### config.mk
export PLATFORM = sky130hd
export DESIGN_NAME = start_end_code_deframer_top
export DESIGN_NICKNAME = d
export VERILOG_FILES = /design/src/design/sedf_pkg.sv /design/src/design/sedf_datapath.sv /design/src/design/sedf_ctrl.sv /design/src/design/start_end_code_deframer_top.sv
export SDC_FILE = /design/constraint.sdc
export NUM_CORES = 1
export LEC_CHECK = 0
export ABC_AREA = 0
export BUFFER_PORTS_ARGS = -buffer_cell sky130_fd_sc_hd__buf_4
export CORE_MARGIN = 8
export CORE_UTILIZATION = 60
export DETAILED_ROUTE_END_ITERATION = 6
export PLACE_DENSITY = 0.86
export SYNTH_ARGS = -nofsm -noshare
export SYNTH_HDL_FRONTEND = slang
export SYNTH_SLANG_ARGS = --single-unit
### constraint.sdc
create_clock -name clk_i -period 8.23 [get_ports clk_i]
set_clock_uncertainty 0.1 [all_clocks]
set_input_delay 0.823 -clock clk_i [delete_from_list [all_inputs] [get_ports clk_i]]
set_output_delay 0.823 -clock clk_i [all_outputs]
set_load 0.02 [all_outputs]
### src/design/sedf_pkg.sv
`timescale 1ns / 1ps
`default_nettype none

package sedf_pkg;

  localparam int unsigned BYTE_W = 8;

  // Configuration register indexes
  localparam logic [BYTE_W-1:0] CFG_START_CODE = 8'd0;
  localparam logic [BYTE_W-1:0] CFG_END_CODE   = 8'd1;

  // Reset values of the configuration registers
  localparam logic [BYTE_W-1:0] START_CODE_RST = 8'h01;
  localparam logic [BYTE_W-1:0] END_CODE_RST   = 8'h03;

  // Source selection for the output register
  typedef enum logic [2:0] {
    LD_NONE,
    LD_START,
    LD_PAY,
    LD_END,
    LD_OVF
  } ld_sel_e;

  // Commands from controller to datapath
  typedef struct packed {
    logic    clr_count;
    logic    store;
    logic    rd_req;
    logic    rd_clr;
    logic    rd_inc;
    ld_sel_e ld_sel;
  } cmd_t;

  // Status from datapath to controller
  typedef struct packed {
    logic byte_zero;
    logic is_start;
    logic is_end;
    logic count_full;
    logic count_zero;
    logic rd_last;
    logic out_free;
  } sts_t;

endpackage

`default_nettype wire

### src/design/sedf_datapath.sv
`timescale 1ns / 1ps
`default_nettype none

module sedf_datapath #(
  parameter int unsigned MAX_PAYLOAD = 62
) (
  input  wire                          clk_i,
  input  wire                          rst_ni,
  input  wire  [sedf_pkg::BYTE_W-1:0]  rx_byte_i,
  input  wire                          cfg_we_i,
  input  wire  [sedf_pkg::BYTE_W-1:0]  cfg_index_i,
  input  wire  [sedf_pkg::BYTE_W-1:0]  cfg_data_i,
  input  sedf_pkg::cmd_t               cmd_i,
  output sedf_pkg::sts_t               sts_o,
  input  wire                          frame_ready_i,
  output logic                         frame_valid_o,
  output logic [sedf_pkg::BYTE_W-1:0]  frame_byte_o,
  output logic                         last_of_frame_o,
  output logic                         overflow_o
);
  import sedf_pkg::*;

  localparam int unsigned CNT_W = $clog2(MAX_PAYLOAD + 1);
  localparam int unsigned IDX_W = (MAX_PAYLOAD > 1) ? $clog2(MAX_PAYLOAD) : 1;

  logic [BYTE_W-1:0] start_code_q, end_code_q;
  logic [CNT_W-1:0]  count_q, rd_idx_q;
  logic [BYTE_W-1:0] mem [MAX_PAYLOAD];
  logic [BYTE_W-1:0] rdata_q;
  logic              valid_q;
  logic [BYTE_W-1:0] byte_q;
  logic              last_q, ovf_q;
  logic              out_free;

  // Configuration registers
  always_ff @(posedge clk_i or negedge rst_ni) begin
    if (!rst_ni) begin
      start_code_q <= START_CODE_RST;
      end_code_q   <= END_CODE_RST;
    end else if (cfg_we_i) begin
      if (cfg_index_i == CFG_START_CODE) start_code_q <= cfg_data_i;
      if (cfg_index_i == CFG_END_CODE)   end_code_q   <= cfg_data_i;
    end
  end

  // Payload fill count and read pointer
  always_ff @(posedge clk_i or negedge rst_ni) begin
    if (!rst_ni) begin
      count_q  <= '0;
      rd_idx_q <= '0;
    end else begin
      if (cmd_i.clr_count) count_q <= '0;
      else if (cmd_i.store) count_q <= CNT_W'(count_q + 1'b1);
      if (cmd_i.rd_clr) rd_idx_q <= '0;
      else if (cmd_i.rd_inc) rd_idx_q <= CNT_W'(rd_idx_q + 1'b1);
    end
  end

  // Payload store, registered read
  always_ff @(posedge clk_i) begin
    if (cmd_i.store) mem[count_q[IDX_W-1:0]] <= rx_byte_i;
    if (cmd_i.rd_req) rdata_q <= mem[rd_idx_q[IDX_W-1:0]];
  end

  // Output register: load on command, drop once taken
  always_ff @(posedge clk_i or negedge rst_ni) begin
    if (!rst_ni) begin
      valid_q <= 1'b0;
    end else if (cmd_i.ld_sel != LD_NONE) begin
      valid_q <= 1'b1;
    end else if (frame_ready_i) begin
      valid_q <= 1'b0;
    end
  end

  always_ff @(posedge clk_i) begin
    case (cmd_i.ld_sel)
      LD_START: begin
        byte_q <= start_code_q; last_q <= 1'b0; ovf_q <= 1'b0;
      end
      LD_PAY: begin
        byte_q <= rdata_q; last_q <= 1'b0; ovf_q <= 1'b0;
      end
      LD_END: begin
        byte_q <= end_code_q; last_q <= 1'b1; ovf_q <= 1'b0;
      end
      LD_OVF: begin
        byte_q <= '0; last_q <= 1'b1; ovf_q <= 1'b1;
      end
      default: ;
    endcase
  end

  assign out_free = !valid_q || frame_ready_i;

  // Status towards the controller
  always_comb begin
    sts_o.byte_zero  = (rx_byte_i == '0);
    sts_o.is_start   = (rx_byte_i == start_code_q);
    sts_o.is_end     = (rx_byte_i == end_code_q);
    sts_o.count_full = (count_q == CNT_W'(MAX_PAYLOAD));
    sts_o.count_zero = (count_q == '0);
    sts_o.rd_last    = (CNT_W'(rd_idx_q + 1'b1) == count_q);
    sts_o.out_free   = out_free;
  end

  assign frame_valid_o   = valid_q;
  assign frame_byte_o    = byte_q;
  assign last_of_frame_o = last_q;
  assign overflow_o      = ovf_q;

endmodule

`default_nettype wire

### src/design/sedf_ctrl.sv
`timescale 1ns / 1ps
`default_nettype none

module sedf_ctrl (
  input  wire             clk_i,
  input  wire             rst_ni,
  input  wire             rx_valid_i,
  output logic            rx_ready_o,
  input  sedf_pkg::sts_t  sts_i,
  output sedf_pkg::cmd_t  cmd_o
);
  import sedf_pkg::*;

  localparam logic [2:0] S_HUNT  = 3'd0;
  localparam logic [2:0] S_FRAME = 3'd1;
  localparam logic [2:0] S_START = 3'd2;
  localparam logic [2:0] S_PRD   = 3'd3;
  localparam logic [2:0] S_PLD   = 3'd4;
  localparam logic [2:0] S_END   = 3'd5;
  localparam logic [2:0] S_OVF   = 3'd6;

  logic [2:0] state_q, state_d;
  logic       take;

  always_ff @(posedge clk_i or negedge rst_ni) begin
    if (!rst_ni) state_q <= S_HUNT;
    else         state_q <= state_d;
  end

  assign rx_ready_o = (state_q == S_HUNT) || (state_q == S_FRAME);
  assign take       = rx_valid_i && rx_ready_o && !sts_i.byte_zero;

  // Sequence hunting, buffering and burst emission
  always_comb begin
    state_d = state_q;
    cmd_o   = '{clr_count: 1'b0, store: 1'b0, rd_req: 1'b0, rd_clr: 1'b0,
                rd_inc: 1'b0, ld_sel: LD_NONE};
    case (state_q)
      S_HUNT: begin
        if (take && sts_i.is_start) begin
          cmd_o.clr_count = 1'b1;
          state_d = S_FRAME;
        end
      end
      S_FRAME: begin
        if (take) begin
          if (sts_i.is_start) begin
            cmd_o.clr_count = 1'b1;
          end else if (sts_i.is_end) begin
            state_d = S_START;
          end else if (sts_i.count_full) begin
            state_d = S_OVF;
          end else begin
            cmd_o.store = 1'b1;
          end
        end
      end
      S_START: begin
        if (sts_i.out_free) begin
          cmd_o.ld_sel = LD_START;
          cmd_o.rd_clr = 1'b1;
          state_d = sts_i.count_zero ? S_END : S_PRD;
        end
      end
      S_PRD: begin
        cmd_o.rd_req = 1'b1;
        state_d = S_PLD;
      end
      S_PLD: begin
        if (sts_i.out_free) begin
          cmd_o.ld_sel = LD_PAY;
          cmd_o.rd_inc = 1'b1;
          state_d = sts_i.rd_last ? S_END : S_PRD;
        end
      end
      S_END: begin
        if (sts_i.out_free) begin
          cmd_o.ld_sel    = LD_END;
          cmd_o.clr_count = 1'b1;
          state_d = S_HUNT;
        end
      end
      S_OVF: begin
        if (sts_i.out_free) begin
          cmd_o.ld_sel    = LD_OVF;
          cmd_o.clr_count = 1'b1;
          state_d = S_HUNT;
        end
      end
      default: state_d = S_HUNT;
    endcase
  end

endmodule

`default_nettype wire

### src/design/start_end_code_deframer_top.sv
`timescale 1ns / 1ps
`default_nettype none
// Start/end code deframer.
// Input channel rx_*: one received byte per transaction. Zero bytes are
// ignored. While hunting, bytes are dropped until the start code arrives;
// payload bytes are then buffered, a repeated start code restarts the frame.
// Output channel frame_*: on the end code the frame is sent as a burst of
// start code, payload and end code, last_of_frame marking the end code.
// A payload longer than MAX_PAYLOAD drops the frame and sends one result
// with overflow and last_of_frame set and a zero byte.
// Throughput: a byte that causes no result is taken every cycle. An end code
// holds the input off until the end code has been loaded; each payload byte
// passes a read state and a load state, since the memory read is registered.
// The start code is loaded from state S_START, once the output is free.
// Configuration: cfg_* writes the start code (index 0) and the end code
// (index 1), always ready; write only while idle.
// Reset: hunting, empty buffer, codes 0x01 and 0x03, no result pending.
// A stalled receiver holds the output register and freezes the burst.
module start_end_code_deframer_top #(
  parameter int unsigned MAX_PAYLOAD = 62
) (
  input  wire                          clk_i,
  input  wire                          rst_ni,
  input  wire                          rx_valid_i,
  output logic                         rx_ready_o,
  input  wire  [sedf_pkg::BYTE_W-1:0]  rx_byte_i,
  input  wire                          cfg_valid_i,
  output logic                         cfg_ready_o,
  input  wire  [sedf_pkg::BYTE_W-1:0]  cfg_index_i,
  input  wire  [sedf_pkg::BYTE_W-1:0]  cfg_data_i,
  output logic                         frame_valid_o,
  input  wire                          frame_ready_i,
  output logic [sedf_pkg::BYTE_W-1:0]  frame_byte_o,
  output logic                         last_of_frame_o,
  output logic                         overflow_o
);
  import sedf_pkg::*;

  cmd_t cmd;
  sts_t sts;

  assign cfg_ready_o = 1'b1;

  sedf_ctrl u_ctrl (
    .clk_i      (clk_i),
    .rst_ni     (rst_ni),
    .rx_valid_i (rx_valid_i),
    .rx_ready_o (rx_ready_o),
    .sts_i      (sts),
    .cmd_o      (cmd)
  );

  sedf_datapath #(
    .MAX_PAYLOAD (MAX_PAYLOAD)
  ) u_dp (
    .clk_i           (clk_i),
    .rst_ni          (rst_ni),
    .rx_byte_i       (rx_byte_i),
    .cfg_we_i        (cfg_valid_i),
    .cfg_index_i     (cfg_index_i),
    .cfg_data_i      (cfg_data_i),
    .cmd_i           (cmd),
    .sts_o           (sts),
    .frame_ready_i   (frame_ready_i),
    .frame_valid_o   (frame_valid_o),
    .frame_byte_o    (frame_byte_o),
    .last_of_frame_o (last_of_frame_o),
    .overflow_o      (overflow_o)
  );

endmodule

`default_nettype wire

## Yosys cells after proc, flatten, opt, wreduce, memory -nomap -nowiden

Memory sizes are Yosys's and may differ from the RTL's. A register that Yosys moved wholly into a read port is not among the register bits.
Cells that the tools add are included.

| cells by class | value |
|---|---|
| add/subtract/negate cells | 2 |
| equal/unequal tests | 22 |
| mux-type cells | 39 |
| reduce and logical (&&, ||, !) cells | 25 |

Operator list:

| kind | number |
|---|---|
| $mux 3 | 11 |
| $pmux 8 s4 | 1 |
| $mux 6 | 4 |
| $pmux 3 s6 | 1 |
| $eq 8x8->1 | 2 |
| $logic_not 8->1 | 2 |
| $mux 1 | 15 |
| $add 6x1->6 const B | 2 |
| $eq 3x2->1 const B | 4 |
| $eq 3x3->1 const B | 4 |
| $pmux 3 s4 | 1 |
| $reduce_bool 2->1 | 5 |
| $eq 8x1->1 const B | 1 |
| $ne 2x1->1 const B | 4 |
| $reduce_and 7->1 | 1 |
| $eq 3x1->1 const B | 2 |
| $eq 6x6->1 | 1 |
| $eq 6x6->1 const B | 1 |
| $logic_not 6->1 | 1 |
| $reduce_or 2->1 | 3 |
| $mux 2 | 2 |
| $mux 4 | 1 |
| $ne 2x2->1 const B | 2 |
| $pmux 1 s2 | 2 |
| 10 further kinds | 15 |

| storage, ports and cells | value |
|---|---|
| register bits | 42 |
| memory bits (writable) | 496 |
| bits of input ports | 29 |
| output and inout port bits | 13 |
| memories kept | 1 |

Memories:

| name | depth | width | rd ports | clocked after memory_dff | write ports | RTL line | text |
|---|---|---|---|---|---|---|---|
| u_dp.mem | 62 | 8 | 1 | 1 | 1 | sedf_datapath.sv:28 | `logic [BYTE_W-1:0] mem [MAX_PAYLOAD];` |

## Depth between registers and ports, before layout

| logic depth | value |
|---|---|
| depth after elaboration | 8 |
| depth in mapped cells | 10 |
| mapped depth without buffers | 8 |

## Cells and area by module

A second synthesis with hierarchy kept.

| second synthesis, totals | value |
|---|---|
| cells, all modules | 1117 |
| area, all modules | 22185.0 µm² |

By module, submodules not included:

| module | times used | cells an instance | area an instance (µm²) |
|---|---|---|---|
| sedf_datapath | 1 | 1071 | 21839.7 |
| sedf_ctrl | 1 | 44 | 334.1 |
| start_end_code_deframer_top | 1 | 2 | 11.3 |

## Worst setup path before layout

OpenSTA, ideal clock, no wires.

| path | value |
|---|---|
| path type | input -> register |
| start point | in rx_byte_i[4] (netlist bit) |
| end point | mem u_dp.mem[44][0] (enable) |
| arrival | 2584 ps |
| required time | 7760 ps |
| path slack | 5175 ps |
| stages | 7 |
| path buffers | 1 |
| path through | xor2_1 nor4_1 a21oi_1 nand2_2 or4b_1 buf_2 nor2_1 |

| on the way | value |
|---|---|
| word-level cells in the longest chain between the ends | 7 |
| elaborated cells between the ends (all ways) | 11 |

Ends and longest elaborated chain:

| item | RTL line | text |
|---|---|---|
| start, declared | start_end_code_deframer_top.sv:26 | `input wire [sedf_pkg::BYTE_W-1:0] rx_byte_i,` |
| $eq 8x8->1 or $logic_not 8->1 (tied branches) | sedf_datapath.sv:100, sedf_datapath.sv:98 |  |
| $mux 1 or $logic_not 1->1 (tied branches) | sedf_ctrl.sv:49, sedf_ctrl.sv:31 |  |
| $mux 1 or $logic_and 1x1->1 (tied branches) | sedf_ctrl.sv:47, sedf_ctrl.sv:31 |  |
| $mux 2 * | sedf_ctrl.sv:46 | `if (take) begin` |
| $mux 1 * | sedf_ctrl.sv:38 | `case (state_q)` |
| $mux 1 * | sedf_datapath.sv:61 | `if (cmd_i.store) mem[count_q[IDX_W-1:0]] <= rx_byte_i;` |
| $mux 1 (not written as such) * | sedf_datapath.sv:61 |  |
| end, declared | sedf_datapath.sv:28 |  |

Every way passes the cells marked *; elsewhere a longest branch is shown, timed or not.

## Final worst setup path

| path | value |
|---|---|
| start point | in rx_byte_i[4] (netlist bit) |
| end point | mem u_dp.mem[44][3] (enable) |

The elaborated chain is that of the path after synthesis.

==> reports/results.ini <==
[logic_synthesis]
syn_nets = 1137
ys_seq_elements = 546
yosysWarnings = 0
ys_types = 54
ys.flop_type = edfxtp_1
syn_area_mm2 = 0.0220
syn_area_per_cell_um2 = 19.9
synth_edf_count = 514
seq_area_frac_synth_pct = 74.0
synthTopCellsByArea = edfxtp_1, mux4_2, dfrtp_1
syn_inst = 1104
synth_top_area_cell = edfxtp_1
synth_top_area_share_pct = 70.3
synth_async_sr_flop_share_pct = 5.86

[global_routing]
overflow = 0
grt_pass1_vias = 11400
grt_max_degree = 106
grt_pass1_wl_um = 77400
antenna_found_initial = 1
grt_usage_pct = 24.2

[sta]
hold_slack_ns = 0.0770
setup_viol = 0
rsz0062_at_grt = no
max_freq_mhz = 243
finalCritPeriodShare_pct = 50.0
relSlewSlack_pct = 27.9
period_minus_slack_ns = 4.12
timing_hold_violations_final = 0
worst_pin_slew_ns = 1.08
setup_tns_ns = 0
timing_max_transition_violations_final = 0

[setup_path]
r2r_setup_slack_ns = 4.24
cp_max_fo = 65
slowest_delay_ns = 0.85
cp-end-kind = register
crit_end = u_dp.mem[44][3]
cp_num_buf_inv = 1
worstSetupPathType = in -> reg
arrival_ns = 4.23
cp-start-kind = input pin
critPathTopFamily = simple AND/OR/NAND/NOR gates
startpoint = rx_byte_i[4]
slowest_stage = or4b_1
worstReg2RegStart = u_dp.rd_idx_q[1]
reg2reg_depth = 5
r2r-end = u_dp.rdata_q[3]
crit_cells = 7
crit_required_ns = 8.35
cp_cell_sequence = buf_4 -> or4_1 -> o21ai_1 -> a21oi_1 -> nand2_2 -> or4b_1 -> nor2_1

[cells_and_area]
n_fill_cell = 2174
drive_above_1_share_pct = 26.0
fin_area_mm2 = 0.0243
seq_area_mm2 = 0.0162
fin_cells = 1650
area_delta_synth_final_pct = 10.9
fin_nets = 1171
multiInputGateArea_mm2 = 0.00536
diodes = 0

[cts]
cts.sinks = 546
ctsResizeCount = 0
post-cts-setup-buffers = 0
htreeDepth = 2
clk_pin_slew_ns = 0.06
cts-buffers-inserted = 52
cts_tree = done
cts_hold_buf = 0
insertion_delay_ns = 0.61
root_buffer = clkbuf_16
clk_path_buf_depth = 3

[status]
status = finished clean

[die]
rows = 70
ioPinCount = 42
die_y_um = 207
die_x_um = 207
core_area_mm2 = 0.0363
die-area_mm2 = 0.0430
initial_utilization_pct = 60.4

[routing]
postRouteAntennaNets = 0
drc = 0
viasPerCell = 6.86
wl_um = 51800
wl_per_cell_um = 31.4
num_vias = 11300
drt_iter0_markers = 1544
dr.pass1.iters = 5

[power_and_ir_drop]
p_total_mw = 6.76
vdd_drop_max_mv = 0.203
p_leak_nw = 7.66
power_density_mw_per_mm2 = 278

[place]
dp_cells = 1552
dp_hpwl_um = 28700
port_buffers = 40
placed_cell_area_mm2 = 0.0226
place_congestion = 0.845

[job]
maxCapViolCount = 0

[worst_hold_path]
holdCritPathClass = in -> async

-- power by group --
part	total (mW)	internal (mW)	leakage (nW)	switching (mW)
clock	2.47	1.41	0.851	1.06
combinational	1.05	0.485	1.77	0.563
sequential	3.24	3.12	5.04	0.123
total	6.76	5.01	7.66	1.75
-- cell usage in the layout (no fill, tap or decap), types with 7 or more instances in the layout --
cell type,count
edfxtp_1,514
mux4_2,142
nor2_1,85
clkbuf_16,53
buf_4,46
nand2_1,30
mux2i_1,28
dfrtp_1,25
xor2_1,24
mux2_2,22
o21ai_0,20
nand3_1,17
a21oi_1,15
clkinv_1,9
clkinv_2,9
o22ai_1,8
clkbuf_1,8
nand2b_1,7
inv_1,7
-- metal layers --
metal / routed length [um] / vias to the layer above / share of wire [%] / global-route usage, %
li1: - / 4545 / - / -
met1: 19400 / 5857 / 38 / 32.9
met2: 25300 / 784 / 49 / 38.6
met3: 5030 / 129 / 9.7 / 5.00
met4: 2020 / 2 / 3.9 / 9.24
met5: 32 / - / 0.062 / 0.574
-- how the worst min path moves through the flow --
stage / cells after the start / slack, ns / from / end
2_1_floorplan: 1 / 0.42 / u_dp.end_code_q[2] / u_dp.end_code_q[2]
3_3_place_gp: 1 / 0.47 / u_dp.end_code_q[4] / u_dp.end_code_q[4]
3_5_place_dp: 1 / 0.47 / u_dp.start_code_q[4] / u_dp.start_code_q[4]
4_1_cts: 1 / 0.07 / rst_ni / u_dp.start_code_q[1]
5_1_grt: 1 / 0.09 / rst_ni / u_dp.start_code_q[1]
6_report: 1 / 0.08 / rst_ni / u_dp.start_code_q[1]
-- final cells by class --
type | count | share of cell area, %
sequential | 546 | 66.7
clock buffer | 64 | 5.74
multi-input combinational | 484 | 22.0
tap | 468 | 2.41
timing repair buffer | 47 | 1.50
clock inverter | 34 | 1.48
inverter | 7 | 0.108
-- logic make-up after synthesis --
| group | share of synthesized area (%) |
|---|---|
| AOI/OAI and AO/OA | 1.97 |
| DFF | 74.0 |
| other | 0.0171 |
| and+or+nand+nor | 4.11 |
| buffers and inverters | 1.62 |
| muxes | 17.0 |
| adders and majority gates | 0.228 |
| xor gates and xnor gates | 1.12 |
-- synthesized netlist by cell type, types with 2 or more instances --
master,number
a21oi_1,15
nand3b_1,2
o21ai_0,20
nor3b_1,2
nand4_1,5
nor4_1,6
nand2b_1,7
dfstp_2,3
buf_4,9
nor3_1,6
nor2_1,85
and3_1,3
mux4_2,142
buf_6,4
or2_2,2
xnor2_1,4
a22oi_1,3
or3_1,4
mux2_2,22
clkbuf_1,28
o22ai_1,8
nand2_1,30
o21ai_1,2
nor2b_1,6
dfrtp_1,29
inv_1,7
o31ai_1,6
a211oi_1,5
xor2_1,24
edfxtp_1,514
o211ai_1,2
buf_2,12
or3b_2,2
nor4b_1,2
nand3_1,17
ha_1,4
buf_1,14
mux2i_1,28
or4_1,5
-- flip-flops by register name, indices dropped and copies added (netlist names) --
register,flops
u_ctrl.state_q,3
u_dp.count_q,6
u_dp.end_code_q,8
u_dp.frame_byte_o,8
u_dp.frame_valid_o,1
u_dp.last_of_frame_o,1
u_dp.mem,496
u_dp.overflow_o,1
u_dp.rd_idx_q,6
u_dp.rdata_q,8
u_dp.start_code_q,8
-- stage by stage --
| step | worst slack (ns) | utilization (%) |
|---|---|---|
| 6_report | 4.11 | 67.0 |
| 5_1_grt | 4.03 | 67.0 |
| 4_1_cts | 4.20 | 67.0 |
| 3_5_place_dp | 3.57 | 62.1 |
| 3_3_place_gp | 3.92 | 62.1 |
| 2_1_floorplan | 5.18 | - |
(Power assumes the default switching activity.)
